$ cat src/design/assert_macros.svh
// Assertion macros shared by the discomfort classifier RTL.
// Both macros sample on clk_i and stay quiet while rst_ni is low.
`ifndef ASSERT_MACROS_SVH
`define ASSERT_MACROS_SVH

// Check that an expression holds at every clock edge out of reset.
`define DFC_ASSERT_ALWAYS(label, expr, msg) \
  label: assert property (@(posedge clk_i) disable iff (!rst_ni) (expr)) else $error(msg);

// Check that a consequent holds in the same cycle as its antecedent.
`define DFC_ASSERT_IMPL(label, ante, cons, msg) \
  label: assert property (@(posedge clk_i) disable iff (!rst_ni) (ante) |-> (cons)) \
    else $error(msg);

`endif

$ cat src/design/dfc_fifo.sv
// Small first-word-fall-through queue in flip-flops.
// Depends on nothing; used between front and back and at the result side.
`timescale 1ns / 1ps

module dfc_fifo #(
  parameter int Width = 8,
  parameter int Depth = 4
) (
  input  logic                       clk_i,
  input  logic                       rst_ni,
  input  logic                       push_i,
  input  logic [Width-1:0]           data_i,
  input  logic                       pop_i,
  output logic [Width-1:0]           data_o,
  output logic                       full_o,
  output logic                       empty_o,
  output logic [$clog2(Depth+1)-1:0] cnt_o
);

  localparam int PtrW = (Depth > 1) ? $clog2(Depth) : 1;
  localparam int CntW = $clog2(Depth+1);

  logic [Width-1:0] mem_q [Depth];
  logic [PtrW-1:0]  wr_ptr_q, wr_ptr_d, rd_ptr_q, rd_ptr_d;
  logic [CntW-1:0]  cnt_q, cnt_d;
  logic             do_push, do_pop;

  assign full_o  = (cnt_q == CntW'(Depth));
  assign empty_o = (cnt_q == '0);
  assign cnt_o   = cnt_q;
  assign data_o  = mem_q[rd_ptr_q];
  assign do_push = push_i && !full_o;
  assign do_pop  = pop_i && !empty_o;

  // Advance pointers with wrap at the depth
  always_comb begin
    wr_ptr_d = wr_ptr_q;
    rd_ptr_d = rd_ptr_q;
    cnt_d    = cnt_q;
    if (do_push) begin
      wr_ptr_d = (wr_ptr_q == PtrW'(Depth-1)) ? '0 : wr_ptr_q + 1'b1;
    end
    if (do_pop) begin
      rd_ptr_d = (rd_ptr_q == PtrW'(Depth-1)) ? '0 : rd_ptr_q + 1'b1;
    end
    if (do_push && !do_pop) begin
      cnt_d = cnt_q + 1'b1;
    end else if (do_pop && !do_push) begin
      cnt_d = cnt_q - 1'b1;
    end
  end

  always_ff @(posedge clk_i or negedge rst_ni) begin
    if (!rst_ni) begin
      wr_ptr_q <= '0;
      rd_ptr_q <= '0;
      cnt_q    <= '0;
    end else begin
      wr_ptr_q <= wr_ptr_d;
      rd_ptr_q <= rd_ptr_d;
      cnt_q    <= cnt_d;
    end
  end

  // Store the entry
  always_ff @(posedge clk_i) begin
    if (do_push) begin
      mem_q[wr_ptr_q] <= data_i;
    end
  end

endmodule

$ cat config.mk
export PLATFORM = sky130hd
export DESIGN_NAME = dfc_fifo
export DESIGN_NICKNAME = d
export VERILOG_FILES = /design/src/design/assert_macros.svh /design/src/design/dfc_fifo.sv
export SDC_FILE = /design/constraint.sdc
export NUM_CORES = 1
export LEC_CHECK = 0
export ABC_CLOCK_PERIOD_IN_PS = 2300
export BUFFER_PORTS_ARGS = -buffer_cell sky130_fd_sc_hd__buf_2
export CAP_MARGIN = 20
export CORE_AREA = 2 2 77 79
export CTS_BUF_LIST = sky130_fd_sc_hd__clkbuf_2
export CTS_CLUSTER_DIAMETER = 200
export DETAILED_ROUTE_END_ITERATION = 10
export DIE_AREA = 0 0 79 81
export PLACE_DENSITY = 0.56
export SLEW_MARGIN = 5
export SYNTH_ARGS = -nofsm -noshare
export SYNTH_HDL_FRONTEND = slang
export SYNTH_SLANG_ARGS = --single-unit
export TNS_END_PERCENT = 10
$ cat constraint.sdc
create_clock -name clk_i -period 2.3 [get_ports clk_i]
set_input_delay 0.23 -clock clk_i [delete_from_list [all_inputs] [get_ports clk_i]]
set_output_delay 0.23 -clock clk_i [all_outputs]
set_load 0.1 [all_outputs]
Word level (Yosys, flattened, before mapping)
Memories as Yosys holds them, arrays and structs flattened.
Cells that the tools add are included.

cells by class
  equal/unequal tests = 3
  multiplexer cells = 6
  add/sub/neg operators = 4
  reduce and logical (&&, ||, !) cells = 10

operators by type and width
  kind                                               number
  2-to-1 mux 3 bit                                   2
  adder 2 x 1 -> 2 bit (second input constant)       2
  == test 2 bit (second input constant)              2
  logical AND 1 bit                                  4
  logical NOT 1 bit                                  4
  2-to-1 mux 2 bit                                   2
  adder 3 x 1 -> 3 bit (second input constant)       1
  == test 3 bit (second input constant)              1
  logical NOT 3 bit                                  1
  subtractor 3 x 1 -> 3 bit (second input constant)  1
  2-to-1 mux 1 bit                                   2
  nonzero test 2 bit                                 1

storage, ports and cells
  bits of input ports = 12
  bits in writable memories = 32
  output and inout port bits = 13
  logic and storage cells = 27
  memories kept = 1
  register bits after elaboration = 7

memories
  name   words  bits a word  rd ports  clocked after memory_dff  write ports  line            RTL
  mem_q  4      8            1         0                         1            dfc_fifo.sv:23  logic [Width-1:0] mem_q [Depth];

Longest topological paths before layout
  word-level depth = 7
  depth in mapped cells = 9
  depth with buffers taken out = 8

Worst setup path before layout
No wires, ideal clock.

  path type = register to register
  start = register cnt_q[0] (netlist: cnt_o[0])
  end = register cnt_q[2] (netlist: cnt_o[2])
  setup slack = -2341 ps
  data required time = 2137 ps
  period minus slack after synthesis = 4641 ps
  arrival time = 4478 ps
  library setup time = 163 ps
  stages on the path, launching flop included = 9
  cell sequence = dfrtp_1 > nor3_1 > nand2b_4 > ha_1 > inv_1 > fa_1 > xor2_1 > nor2_1 > xor2_1

between the ends
  longest elaborated chain between the ends = 6
  elaborated cells on any way between the ends = 15
  those cells by class = 2 x add/sub; 1 x eq/ne; 2 x mux; 10 x reduce/logical

ends and longest elaborated chain
  item                                                    line            RTL
  start, declared                                         dfc_fifo.sv:25  logic [CntW-1:0] cnt_q, cnt_d;
  start signal, assigned                                  dfc_fifo.sv:61  cnt_q <= cnt_d;
  logical NOT 3 bit (*)                                   dfc_fifo.sv:29  assign empty_o = (cnt_q == '0);
  via empty_o                                             dfc_fifo.sv:16  output logic empty_o,
  logical NOT 1 bit (*)                                   dfc_fifo.sv:33  assign do_pop = pop_i && !empty_o;
  logical AND 1 bit (*)                                   dfc_fifo.sv:33
  logical NOT 1 bit                                       dfc_fifo.sv:46  if (do_push && !do_pop) begin
  logical AND 1 bit                                       dfc_fifo.sv:46
  2-to-1 mux 3 bit or nonzero test 2 bit (tied branches)  --

Mark *: on every way through the listed nets, which the timed path passes. The rest lies on a longest branch. The select of a mux whose other input is x is not followed.
A chain may end at the register's enable or synchronous reset.

Worst setup path after layout
  start = register rd_ptr_q[0]
  end = output port data_o[3]

between the ends
  longest elaborated chain between the ends = 1

ends and longest elaborated chain
  item                    line            RTL
  start, declared         dfc_fifo.sv:24  logic [PtrW-1:0] wr_ptr_q, wr_ptr_d, rd_ptr_q, rd_ptr_d;
  start signal, assigned  dfc_fifo.sv:60  rd_ptr_q <= rd_ptr_d;
  memory (4 x 8 bit)      --
  end, declared           dfc_fifo.sv:14  output logic [Width-1:0] data_o,

No other way between the ends.

==> flow_summary.toml <==
[synth]
ys_top_cells_by_area = "edfxtp_1 (59%), mux4_2 (11%), dfrtp_1 (11%)"
ys_warn_count = 0
yosys.area.top_type = "edfxtp_1"
ys_types = 19
postSynthAreaPerCell_sq_um = 20.5
ys_ff_latch = 39
yosys.area.top_type_share = 0.593
syn_nets = 98
synthCells = 79
seq_area_frac_synth = 0.701
syn-cell-area_sq_mm = 0.00162

[die]
io_pins = 25
initial_core_util = 0.285
core_sq_mm = 0.00568
dieHeight_um = 81
die_area_sq_mm = 0.00640
rows = 28
die_w_um = 79

[critical_path]
path_cells = "mux4_2 -> buf_2"
required_ns = 2.07
end_kind = "output pin"
cp_max_fo = 11
slowest_delay_ns = 0.61
cp_slowest_cell = "dfrtp_2"
arrival_ns = 1.83
worst_setup_path_start_kind = "flop"
path_class = "flop to output pin"
cp_num_buf_inv = 1
critPathTopFamily = "flip-flops"

[finish]
nFillCells = 557
register_area_sq_mm = 0.00115
final_core_util = 0.345
mostFrequentLayoutCells = "edfxtp_1 (32), buf_2 (24), mux4_2 (8), clkbuf_2 (6), ha_1 (5)"
area_growth_pct = 21.0
layout.cells.non_filler = 185
insertedDiodeCount = 0
final_common_cell = "edfxtp_1"
multi_input_area_sq_um = 479
drive_gt1_frac = 0.555
nets = 128

[cts]
clock_path_buffers = 2
numCtsBuffers = 5
cts.sinks = 39
insertion_delay_ns = 0.37
cts_tree = "done"
clk_pin_slew_ns = 0.18
cts-root-buf = "clkbuf_2"
htree_levels = 2
cts_setup_buffers = 0

[outcome]
outcome = "finished, final reports clean"

[timing]
skew_ns = 0.00667
worst_pin_slew_ns = 0.488
finalHoldViolCount = 0
rsz0062_at_grt = "no"
fmax_mhz = 486
fin_crit_sh = 0.895
max_slew_margin = 0.677
min_period_ns = 2.06
drv_slew = 0
final-setup-viol-count = 0

[routing]
met3_length_um = 164
drt-initial-drc-count = 35
dr_wl_met2_um = 1200
vias = 785
routed_wl_um = 2570
route.detailed.drc = 0
ant_nets = 0
top_layer_used = "met4"
drt_pass1_iterations = 4
wl_per_cell_um = 13.9
viasPerCell = 4.24
drt-met1-wl_um = 1160

[global_routing]
grt_max_degree = 13
grt_pass1_wl_um = 4060
antenna_found_initial = 0
first_global_vias = 805
grt_overflow = 0
grtUsageTotal = 0.0881

[placement]
place_congestion = 0.658
dpl.hpwl_um = 1770
placedCellCount = 176
io_buffers = 24

[job]
maxCapViolCount = 0

[min_path]
holdCritPathClass = "input pin to flop"
-- per-stage QoR --
stage	setup TNS [ns]	hold WS [ns]	instance area [sq um]	worst slack, ns
after global placement	0	0.0794	1860	0.416
final	0	0.0581	1960	0.241
after detailed placement	0	0.0798	1860	0.405
after global routing	0	0.0276	1960	0.113
after floorplan	-1.67	-0.0656	1660	-0.506
after CTS	0	0.0297	1960	0.175
-- kinds of logic after synthesis --
| logic type | count (synthesis) | synth area share |
|---|---|---|
| XOR/XNOR | 3 | 0.0162 |
| adder cells (fa/ha/maj) | 7 | 0.0587 |
| buffers and inverters | 6 | 0.0193 |
| flip-flops | 39 | 0.701 |
| multiplexers | 13 | 0.151 |
| AND/OR/NAND/NOR | 11 | 0.0541 |
-- state kept, by name (all words and copies together), names as in the netlist --
signal,flops
mem_q,32
cnt_o,3
rd_ptr_q,2
wr_ptr_q,2
-- metal layers --
metal / vias up / GRT usage
li1: 359 / -
met2: 30 / 0.136
met4: 0 / 0.0397
met5: - / 0
met1: 390 / 0.108
met3: 6 / 0.0378
-- synthesized netlist by cell type --
| master | n |
|---|---|
| nor2b_2 | 1 |
| dfrtp_1 | 7 |
| nand2b_4 | 1 |
| mux2_2 | 3 |
| xnor2_1 | 1 |
| ha_1 | 6 |
| fa_1 | 1 |
| mux4_2 | 8 |
| buf_2 | 1 |
| buf_1 | 1 |
| nor3b_4 | 1 |
| inv_1 | 3 |
| and2_2 | 4 |
| nor3_1 | 1 |
| edfxtp_1 | 32 |
| buf_6 | 1 |
| mux2_4 | 2 |
| xor2_1 | 2 |
| nor2_1 | 3 |
-- final cells by class --
class | count | area share
Clock inverter | 2 | 0.0306
Multi-Input combinational cell | 34 | 0.244
Inverter | 3 | 0.00574
Timing Repair Buffer | 26 | 0.0702
Tap cell | 75 | 0.0479
Sequential cell | 39 | 0.586
Clock buffer | 6 | 0.0153
-- repair_timing --
item	in CTS	in global routing
endpoints found under the hold margin	7	0
setup endpoints to repair	8	0
hold buffers	1	0
resized for setup	1	0
-- worst paths after layout --
| check | start | endpoint | slack, ns | cells after the start |
|---|---|---|---|---|
| max | rd_ptr_q[0] | data_o[3] | 0.24 | 2 |
| min reg2reg | cnt_o[2] | cnt_o[2] | 0.57 | 1 |
| max reg2reg | cnt_o[2] | cnt_o[2] | 0.37 | 8 |
| min | data_i[7] | mem_q[0][7] | 0.06 | 1 |
| min in group asynchronous | rst_ni | cnt_o[0] | 0.19 | 2 |
| max in group asynchronous | rst_ni | cnt_o[1] | 1.92 | 2 |
Power is not shown: default switching activity piles up to over one toggle a cycle in this logic, so the estimate is an artifact.
