<file path="src/design/assert_macros.svh">
// Assertion macros shared by the discomfort classifier RTL.
// Both macros sample on clk_i and stay quiet while rst_ni is low.
`ifndef ASSERT_MACROS_SVH
`define ASSERT_MACROS_SVH

// Check that an expression holds at every clock edge out of reset.
`define DFC_ASSERT_ALWAYS(label, expr, msg) \
  label: assert property (@(posedge clk_i) disable iff (!rst_ni) (expr)) else $error(msg);

// Check that a consequent holds in the same cycle as its antecedent.
`define DFC_ASSERT_IMPL(label, ante, cons, msg) \
  label: assert property (@(posedge clk_i) disable iff (!rst_ni) (ante) |-> (cons)) \
    else $error(msg);

`endif

</file>
<file path="src/design/dfc_pkg.sv">
// Package for the discomfort fuzzy classifier: widths, reset values,
// rule consequents, inter-module structs and membership edge helpers.
// No dependencies.
`timescale 1ns / 1ps

package dfc_pkg;

  // Field widths
  localparam int DiW      = 16;
  localparam int TempW    = 15;
  localparam int HumW     = 14;
  localparam int ScoreW   = 14;
  localparam int ClassW   = 2;
  localparam int CfgIdxW  = 3;
  localparam int CfgDataW = 16;

  // Membership arithmetic
  localparam int              QuoW     = 16;
  localparam int              MembW    = 17;
  localparam int              OpW      = 17;
  localparam logic [MembW-1:0] Q16One  = 17'h10000;
  localparam int              NumLanes = 8;
  localparam int              NumRules = 9;

  // Discomfort index: M = N + 4630e6 + 500000 + 60000e6 >= 0, DI = M / 1e6 - 60000
  localparam int                NW       = 38;
  localparam logic signed [NW-1:0] NBias = 38'sd64630500000;
  localparam logic [30:0]       DiRecip  = 31'd1125899907;  // ceil(2^44 / 15625)
  localparam logic signed [18:0] DiShift = 19'sd60000;

  localparam logic [ScoreW-1:0] ScoreMax = 14'd12188;

  // Queue depths
  localparam int OutDepthDef = 32;
  localparam int MidDepthDef = 4;

  // Configuration register indexes
  typedef enum logic [CfgIdxW-1:0] {
    CFG_DI_B0   = 3'd0,
    CFG_DI_B1   = 3'd1,
    CFG_DI_B2   = 3'd2,
    CFG_DI_B3   = 3'd3,
    CFG_TEMP_B0 = 3'd4,
    CFG_TEMP_B1 = 3'd5,
    CFG_TEMP_B2 = 3'd6,
    CFG_TEMP_B3 = 3'd7
  } cfg_idx_e;

  localparam logic [DiW-1:0]   DiBrkRst0   = 16'd7500;
  localparam logic [DiW-1:0]   DiBrkRst1   = 16'd8000;
  localparam logic [DiW-1:0]   DiBrkRst2   = 16'd8300;
  localparam logic [DiW-1:0]   DiBrkRst3   = 16'd8600;
  localparam logic [TempW-1:0] TempBrkRst0 = 15'd2400;
  localparam logic [TempW-1:0] TempBrkRst1 = 15'd2650;
  localparam logic [TempW-1:0] TempBrkRst2 = 15'd2850;
  localparam logic [TempW-1:0] TempBrkRst3 = 15'd3000;

  // Rule consequents, row = DI grade, column = temperature grade
  localparam logic [ScoreW-1:0] Conseq [NumRules] = '{
    14'd4097, 14'd9956, 14'd0, 14'd3600, 14'd8372, 14'd4508,
    14'd7759, 14'd7700, 14'd12188
  };

  typedef logic [3:0][DiW-1:0] brk_set_t;

  // One membership edge: either a fixed one, or num/den in Q16
  typedef struct packed {
    logic           one;
    logic [OpW-1:0] num;
    logic [OpW-1:0] den;
  } lane_op_t;

  typedef struct packed {
    logic signed [DiW-1:0]     di;
    lane_op_t [NumLanes-1:0]   ops;
  } front_item_t;

  typedef struct packed {
    logic signed [DiW-1:0] di;
    logic [ScoreW-1:0]     score;
    logic [ClassW-1:0]     cls;
  } result_t;

  // Rising edge between a and b
  function automatic lane_op_t rise_op(logic [DiW-1:0] x, logic [DiW-1:0] a,
                                       logic [DiW-1:0] b);
    lane_op_t op;
    logic signed [OpW-1:0] xs, as, bs;
    xs = {x[DiW-1], x};
    as = {a[DiW-1], a};
    bs = {b[DiW-1], b};
    op.one = 1'b0;
    op.num = '0;
    op.den = 17'd1;
    if (xs >= bs) begin
      op.one = 1'b1;
    end else if (xs > as) begin
      op.num = xs - as;
      op.den = bs - as;
    end
    return op;
  endfunction

  // Falling edge between a and b
  function automatic lane_op_t fall_op(logic [DiW-1:0] x, logic [DiW-1:0] a,
                                       logic [DiW-1:0] b);
    lane_op_t op;
    logic signed [OpW-1:0] xs, as, bs;
    xs = {x[DiW-1], x};
    as = {a[DiW-1], a};
    bs = {b[DiW-1], b};
    op.one = 1'b0;
    op.num = '0;
    op.den = 17'd1;
    if (xs >= bs) begin
      op.one = 1'b0;
    end else if (xs <= as) begin
      op.one = 1'b1;
    end else begin
      op.num = bs - xs;
      op.den = bs - as;
    end
    return op;
  endfunction

endpackage

</file>
<file path="src/design/dfc_front.sv">
// Front pipeline: discomfort index arithmetic and breakpoint classification.
// Depends on dfc_pkg; feeds the front-to-back queue.
`timescale 1ns / 1ps

module dfc_front (
  input  logic                           clk_i,
  input  logic                           rst_ni,
  input  logic                           valid_i,
  input  logic signed [dfc_pkg::TempW-1:0] temp_i,
  input  logic [dfc_pkg::HumW-1:0]       hum_i,
  input  dfc_pkg::brk_set_t              di_brk_i,
  input  dfc_pkg::brk_set_t              temp_brk_i,
  output logic                           valid_o,
  output dfc_pkg::front_item_t           item_o
);

  localparam int NW = dfc_pkg::NW;

  logic [5:0] v_q;

  // Stage 1: constant products of temperature
  logic signed [NW-1:0]          p1_q;
  logic signed [21:0]            u1_q;
  logic signed [dfc_pkg::TempW-1:0] t1_q;
  logic [dfc_pkg::HumW-1:0]      h1_q;
  // Stage 2: humidity product
  logic signed [NW-1:0]          p2_q, hu2_q;
  logic signed [dfc_pkg::TempW-1:0] t2_q;
  // Stage 3: biased sum, prescaled by 64
  logic [30:0]                   x3_q;
  logic signed [dfc_pkg::TempW-1:0] t3_q;
  // Stage 4: reciprocal multiply
  logic [17:0]                   q4_q;
  logic signed [dfc_pkg::TempW-1:0] t4_q;
  // Stage 5: saturated index
  logic signed [dfc_pkg::DiW-1:0] di5_q;
  logic signed [dfc_pkg::TempW-1:0] t5_q;
  // Stage 6: classified item
  dfc_pkg::front_item_t          item6_q;

  logic signed [NW-1:0]          m3_d;
  logic [61:0]                   prod4_d;
  logic signed [18:0]            di5_d;
  logic signed [dfc_pkg::DiW-1:0] di5_sat;
  logic [dfc_pkg::DiW-1:0]       tx;
  dfc_pkg::front_item_t          item6_d;

  always_comb begin
    m3_d    = p2_q + hu2_q + dfc_pkg::NBias;
    prod4_d = 62'(x3_q) * 62'(dfc_pkg::DiRecip);
    di5_d   = $signed({1'b0, q4_q}) - dfc_pkg::DiShift;
    if (di5_d > 19'sd32767) begin
      di5_sat = 16'sh7FFF;
    end else if (di5_d < -19'sd32768) begin
      di5_sat = 16'sh8000;
    end else begin
      di5_sat = di5_d[15:0];
    end
  end

  // Grade both inputs against their breakpoints
  always_comb begin
    tx = {t5_q[dfc_pkg::TempW-1], t5_q};
    item6_d.di     = di5_q;
    item6_d.ops[0] = dfc_pkg::fall_op(di5_q, di_brk_i[0], di_brk_i[1]);
    item6_d.ops[1] = dfc_pkg::rise_op(di5_q, di_brk_i[0], di_brk_i[1]);
    item6_d.ops[2] = dfc_pkg::fall_op(di5_q, di_brk_i[2], di_brk_i[3]);
    item6_d.ops[3] = dfc_pkg::rise_op(di5_q, di_brk_i[2], di_brk_i[3]);
    item6_d.ops[4] = dfc_pkg::fall_op(tx, temp_brk_i[0], temp_brk_i[1]);
    item6_d.ops[5] = dfc_pkg::rise_op(tx, temp_brk_i[0], temp_brk_i[1]);
    item6_d.ops[6] = dfc_pkg::fall_op(tx, temp_brk_i[2], temp_brk_i[3]);
    item6_d.ops[7] = dfc_pkg::rise_op(tx, temp_brk_i[2], temp_brk_i[3]);
  end

  // Advance valid bits
  always_ff @(posedge clk_i or negedge rst_ni) begin
    if (!rst_ni) begin
      v_q <= '0;
    end else begin
      v_q <= {v_q[4:0], valid_i};
    end
  end

  // Payload stages
  always_ff @(posedge clk_i) begin
    p1_q    <= NW'(temp_i) * 38'sd810000;
    u1_q    <= 22'(temp_i) * 22'sd99 - 22'sd143000;
    t1_q    <= temp_i;
    h1_q    <= hum_i;
    p2_q    <= p1_q;
    hu2_q   <= NW'($signed({1'b0, h1_q}) * u1_q);
    t2_q    <= t1_q;
    x3_q    <= m3_d[36:6];
    t3_q    <= t2_q;
    q4_q    <= prod4_d[61:44];
    t4_q    <= t3_q;
    di5_q   <= di5_sat;
    t5_q    <= t4_q;
    item6_q <= item6_d;
  end

  assign valid_o = v_q[5];
  assign item_o  = item6_q;

endmodule

</file>
<file path="config.mk">
export PLATFORM = sky130hd
export DESIGN_NAME = dfc_front
export DESIGN_NICKNAME = d
export VERILOG_FILES = /design/src/design/assert_macros.svh /design/src/design/dfc_pkg.sv /design/src/design/dfc_front.sv
export SDC_FILE = /design/constraint.sdc
export NUM_CORES = 2
export LEC_CHECK = 0
export BUFFER_PORTS_ARGS = -buffer_cell sky130_fd_sc_hd__buf_2
export CAP_MARGIN = 30
export CORE_ASPECT_RATIO = 1.25
export CORE_MARGIN = 2
export CORE_UTILIZATION = 57
export CTS_CLUSTER_DIAMETER = 30
export DETAILED_ROUTE_END_ITERATION = 10
export PLACE_DENSITY = 0.84
export SLEW_MARGIN = 20
export SYNTH_ARGS = -nofsm -noshare
export SYNTH_HDL_FRONTEND = slang
export SYNTH_SLANG_ARGS = --single-unit
</file>
<file path="constraint.sdc">
create_clock -name clk_i -period 5.9 [get_ports clk_i]
set_input_delay 0.59 -clock clk_i [delete_from_list [all_inputs] [get_ports clk_i]]
set_output_delay 0.59 -clock clk_i [all_outputs]
set_load 0.01 [all_outputs]
</file>
======== Word-level counts from Yosys, hierarchy flattened ========
Cells that the tools add are included.
storage, ports and cells
  flip-flop bits (word level) ............. 579
  input port bits ......................... 160
  output and inout port bits .............. 297
  word-level logic and storage cells ...... 94
operators by class
  add/sub/neg operators ................... 16
  $mul .................................... 4
  magnitude comparators ................... 14
  mux-type cells .......................... 9
  bitwise logic cells ..................... 4
  reduce and logical (&&, ||, !) cells .... 8
operators by type and width
  operator                                                                 number
  16-bit by 16-bit subtractor with 17-bit output                           8
  31-bit by 31-bit multiplier with 62-bit output (second input constant)   1
  36-bit by 37-bit adder with 37-bit output                                1
  37-bit adder (second input constant)                                     1
  15-bit by 22-bit multiplier with 37-bit output                           1
  15-bit by 16-bit subtractor with 17-bit output                           2
  16-bit by 15-bit subtractor with 17-bit output                           2
  15-bit by 16-bit greater-or-equal comparator with 1-bit output           2
  16-bit greater-or-equal comparator                                       2
  15-bit by 16-bit > comparator with 1-bit output                          2
  16-bit > comparator                                                      2
  15-bit by 16-bit <= comparator with 1-bit output                         2
  16-bit <= comparator                                                     2
  15-bit by 17-bit multiplier with 32-bit output (second input constant)   1
  15-bit by 8-bit multiplier with 22-bit output (second input constant)    1
  22-bit by 19-bit subtractor with 22-bit output (second input constant)   1
  19-bit by 16-bit > comparator with 1-bit output (second input constant)  1
  19-bit by 16-bit < comparator with 1-bit output (second input constant)  1
  18-bit by 16-bit subtractor with 19-bit output (second input constant)   1
  16-bit 2-to-1 mux                                                        1
  2-bit OR reduction                                                       8
  1-bit 2-to-1 mux                                                         8
  1-bit inverter                                                           4

======== Depth between registers and ports, before layout ========
  word-level depth ........................ 3
  gate-level depth with buffers ........... 26
  gate-level depth less buffers ........... 25

======== Least setup slack after synthesis ========
Ideal clock, no wire load.
  path kind ............................... flip-flop to flip-flop
  start ................................... register x3_q[13]
  end ..................................... register q4_q[6]
  setup time .............................. 0.072 ns
  arrival ................................. 6.455 ns
  required time ........................... 5.828 ns
  path slack .............................. -0.627 ns
  stages on the path, launching flop included .. 24
  buffers on the path ..................... 0
  period minus slack after synthesis ...... 6.527 ns
  cells stage by stage .................... dfxtp_1 -> inv_1 -> fa_1 -> fa_1 -> fa_1 -> fa_1 -> fa_1 -> inv_1 -> fa_1 -> fa_1 -> inv_1 -> fa_1 -> inv_1 -> ha_1 -> a21o_1 -> a21o_1 -> a21oi_1 -> o211ai_1 -> o211ai_1 -> nand3_1 -> a31oi_1 -> o21bai_1 -> a21oi_1 -> xnor2_1
between the ends
  word-level cells in the longest chain between the ends .. 1
ends and longest elaborated chain
  element                                         RTL line         RTL
  start, declared                                 dfc_front.sv:30  logic [30:0] x3_q;
  start signal, assigned                          dfc_front.sv:93  x3_q <= m3_d[36:6];
  31-bit by 31-bit multiplier with 62-bit output  dfc_front.sv:50  prod4_d = 62'(x3_q) * 62'(dfc_pkg::DiRecip);
  named net prod4_d[50]                           dfc_front.sv:42  logic [61:0] prod4_d;
  end signal, assigned                            dfc_front.sv:95  q4_q <= prod4_d[61:44];
  end, declared                                   dfc_front.sv:33  logic [17:0] q4_q;
The timed path passes the listed nets, and every way through them passes these cells.
A chain may end at the register's enable or synchronous reset.

======== Final worst setup path ========
  start ................................... register x3_q[23]
  end ..................................... register q4_q[16]
Same word-level chain as after synthesis.

==> flow_summary.ini <==
[timing]
fmax_ghz = 0.153
max_slew_margin_pct = 32.5
skew_ps = 49.2
min_period_ps = 6530
fin_crit_sh_pct = 111
setup_viol = 29
finalHoldViolCount = 0
worst_hold_slack_ps = 98.4
worst_slack_ps = -634
maxSlewViolCount = 0
worst_slew_pin_slew_ps = 1010
rsz0062_at_grt = true

[logic_synthesis]
syn_area_sq_um = 53900
synth.avg_cell_area_sq_um = 9.59
synthDistinctLibCells = 75
ys_seq_area_share_pct = 18.4
yosys_register_bits = 494
yosys.area_share.simple_pct = 10.5
synth_top_area_cell = fa_1
synth-compound-area-share_pct = 8.92
synth_top_family_by_area = adder cells
synth_fp_nets = 7418
synth_edf_count = 0
synth_xor_area_share_pct = 4.09
yosys.area_share.adder_pct = 48.3
synth_mux_area_share_pct = 0.116
ys.flop_type = dfxtp_1
synth_warnings = 0
syn_inst = 5623
async_reset_ff_share_pct = 1.21
synthTopCellsByArea = fa_1 28%, ha_1 21%, dfxtp_1 18%, inv_1 8.2%, xnor2_1 2.6%
netlist.area_leader.share_pct = 27.6

[worst_setup_path]
crit_arrival_ps = 7130
cpPeakStageDelay_ps = 550
critical_path.max_fanout = 5
cp.required_ps = 6500
crit_path_start_kind = register
slowest_stage = fa_1
worst-path-buf-inv = 4
crit_top_cell = fa_1
cp_top_family = adder cells
path_cells = inv_2 -> fa_1 -> inv_1 -> fa_1 -> inv_1 -> fa_1 -> fa_1 -> inv_1 -> fa_1 -> fa_1 -> fa_1 -> ha_4 -> ha_4 -> nand4_1 -> nor3_2 -> nand4_1 -> or2_4 -> o21bai_4 -> o2111ai_4 -> nand3_2 -> nand3b_1 -> a21oi_2 -> xnor2_1
cp-end-kind = register
worst-setup-path-type = register to register

[placed_design]
dp_hpwl_microns = 135000
place_area_sq_um = 60400
place.gp.congestion = 1.02
io_buffers = 456
pre_cts_slack_ps = -631

[detailed_routing]
drc = 0
wl_per_cell_microns = 21.8
ant_nets = 0
vias = 43900
vias_per_cell = 5.63
wl_microns = 170000
dr.pass1.iters = 6
first_iter_violations = 2699

[final_layout]
fill_cells = 6638
area_growth_pct = 21.3
drive_above_1_share_pct = 20.9
final_cell_area_sq_um = 65400
finalNetCount = 8293

[floorplan]
die_x_microns = 279
dieArea_sq_um = 97100
start_util_pct = 57.3
ios = 457
die_h_microns = 348
num_rows = 126
core-area_sq_um = 94100

[hold_path]
hold_path.class = input pin to register

[clock_network]
cts_inserted_buffers = 91
cts_tree = built
clockBufferDepth = 3
htreeDepth = 3
cts.clk_slew.worst_paths_ps = 50
clk_latency_ps = 710
clock-sinks = 494
clock-root-buffer = clkbuf_16

[run_status]
violations = setup timing
status = finished, violations left

[grt]
grt_max_degree = 51
antenna_found_initial = 7
grt_pass1_vias = 47000
grt_usage_pct = 34.3
grt_first_pass_wirelength_microns = 254000
overflow = 0

[flow_run]
max-cap-violations = 0
[synth_stat cells, types with 19 or more instances]
| cell type | count |
|---|---|
| and3_1 | 46 |
| o21ai_1 | 20 |
| nand2_1 | 309 |
| o21a_1 | 42 |
| buf_4 | 69 |
| nor2_1 | 255 |
| a21o_1 | 93 |
| o21ai_0 | 145 |
| a21boi_0 | 22 |
| nand4_1 | 40 |
| a21oi_1 | 256 |
| xor2_1 | 92 |
| ha_1 | 891 |
| nand2b_1 | 40 |
| xnor2_1 | 160 |
| dfxtp_1 | 488 |
| nor2b_1 | 65 |
| o211ai_1 | 19 |
| a31oi_1 | 28 |
| o21bai_1 | 32 |
| nand3_1 | 50 |
| clkbuf_1 | 70 |
| a211oi_1 | 30 |
| inv_1 | 1172 |
| nor3_1 | 114 |
| fa_1 | 744 |
| and2_1 | 143 |
[flip-flops by register name, summed over array words and instances, names as in the netlist]
| name | flops |
|---|---|
| hu2_q | 33 |
| t2_q | 15 |
| x3_q | 31 |
| p1_q | 26 |
| q4_q | 18 |
| item_o | 228 |
| p2_q | 26 |
| t3_q | 15 |
| t1_q | 15 |
| t5_q | 15 |
| t4_q | 15 |
| u1_q | 21 |
| h1_q | 14 |
| di5_q | 16 |
| v_q | 6 |
[layout make-up]
| cell class | count | area [sq um] | share of cell area (%) |
|---|---|---|---|
| Clock buffer | 102 | 2420 | 3.70 |
| Tap cell | 1216 | 1520 | 2.33 |
| Multi-Input combinational cell | 3807 | 39900 | 60.9 |
| Clock inverter | 69 | 791 | 1.21 |
| Timing Repair Buffer | 932 | 6320 | 9.66 |
| Sequential cell | 494 | 10100 | 15.4 |
| Antenna cell | 6 | 15.0 | 0.0230 |
| Inverter | 1172 | 4430 | 6.77 |
[stage by stage]
step	TNS, ps	cells	util (%)
global route	-15850	7797	69.5
floorplan	-1450	5623	-
global placement	-7220	7550	64.1
detailed placement	-11160	7550	64.1
CTS	-6860	7774	68.7
finish	-10460	7798	69.5
[cells in the final DEF, fill, tap and decap left out, drive strengths merged, types with 160 or more instances in the layout]
cell / instances
a21oi: 257
buf: 916
ha: 891
nand2: 309
xnor2: 160
inv: 1201
o21ai: 165
dfxtp: 488
nor2: 255
fa: 744
[path summary, 6_finish.rpt]
path | from | to | slack, ps | cells past startpoint
setup / recovery | x3_q[23] | q4_q[16] | -630 | 23
hold / removal | hum_i[9] | h1_q[9] | 100 | 1
setup reg to reg | x3_q[23] | q4_q[16] | -630 | 23
hold reg to reg | t3_q[7] | t4_q[7] | 320 | 0
max in group asynchronous | rst_ni | v_q[4] | 5530 | 2
min in group asynchronous | rst_ni | v_q[3] | 230 | 2
[timing repair]
| action | in CTS | in global routing |
|---|---|---|
| pin swaps | 157 | 94 |
| resized for setup | 165 | 122 |
| cloned | 2 | 0 |
| endpoints found under the hold margin | 20 | 0 |
| setup buffers | 39 | 19 |
| setup endpoints to repair | 32 | 34 |
| hold buffers | 15 | 0 |
[per-layer routing]
| metal | track usage [%] | vias up | routed length [microns] |
|---|---|---|---|
| met3 | 5.72 | 825 | 11000 |
| met4 | 27.8 | 2 | 17400 |
| met1 | 35.2 | 21200 | 57600 |
| met5 | 0 | - | 14 |
| met2 | 61.3 | 2077 | 84000 |
| li1 | - | 19700 | - |
[logic make-up after synthesis]
logic type | Yosys count
AOI/OAI and AO/OA | 769
xor gates and xnor gates | 252
adders and majority gates | 1635
buffers and inverters | 1322
DFF | 494
muxes | 6
and+or+nand+nor | 1145
[worst reg2reg max path, stage by stage, from the launching register on]
cell       delay (ps)
dfxtp_2           330
inv_2              70
fa_1              550
inv_1              60
fa_1              500
inv_1              80
fa_1              520
fa_1              520
inv_1              50
fa_1              550
fa_1              430
fa_1              540
ha_4              220
ha_4              300
nand4_1           200
nor3_2            310
nand4_1           200
or2_4             270
o21bai_4          190
o2111ai_4         100
nand3_2           130
nand3b_1          160
a21oi_2            70
xnor2_1           120
Power is not shown: default switching activity piles up to over one toggle a cycle in this logic, so the estimate is an artifact.
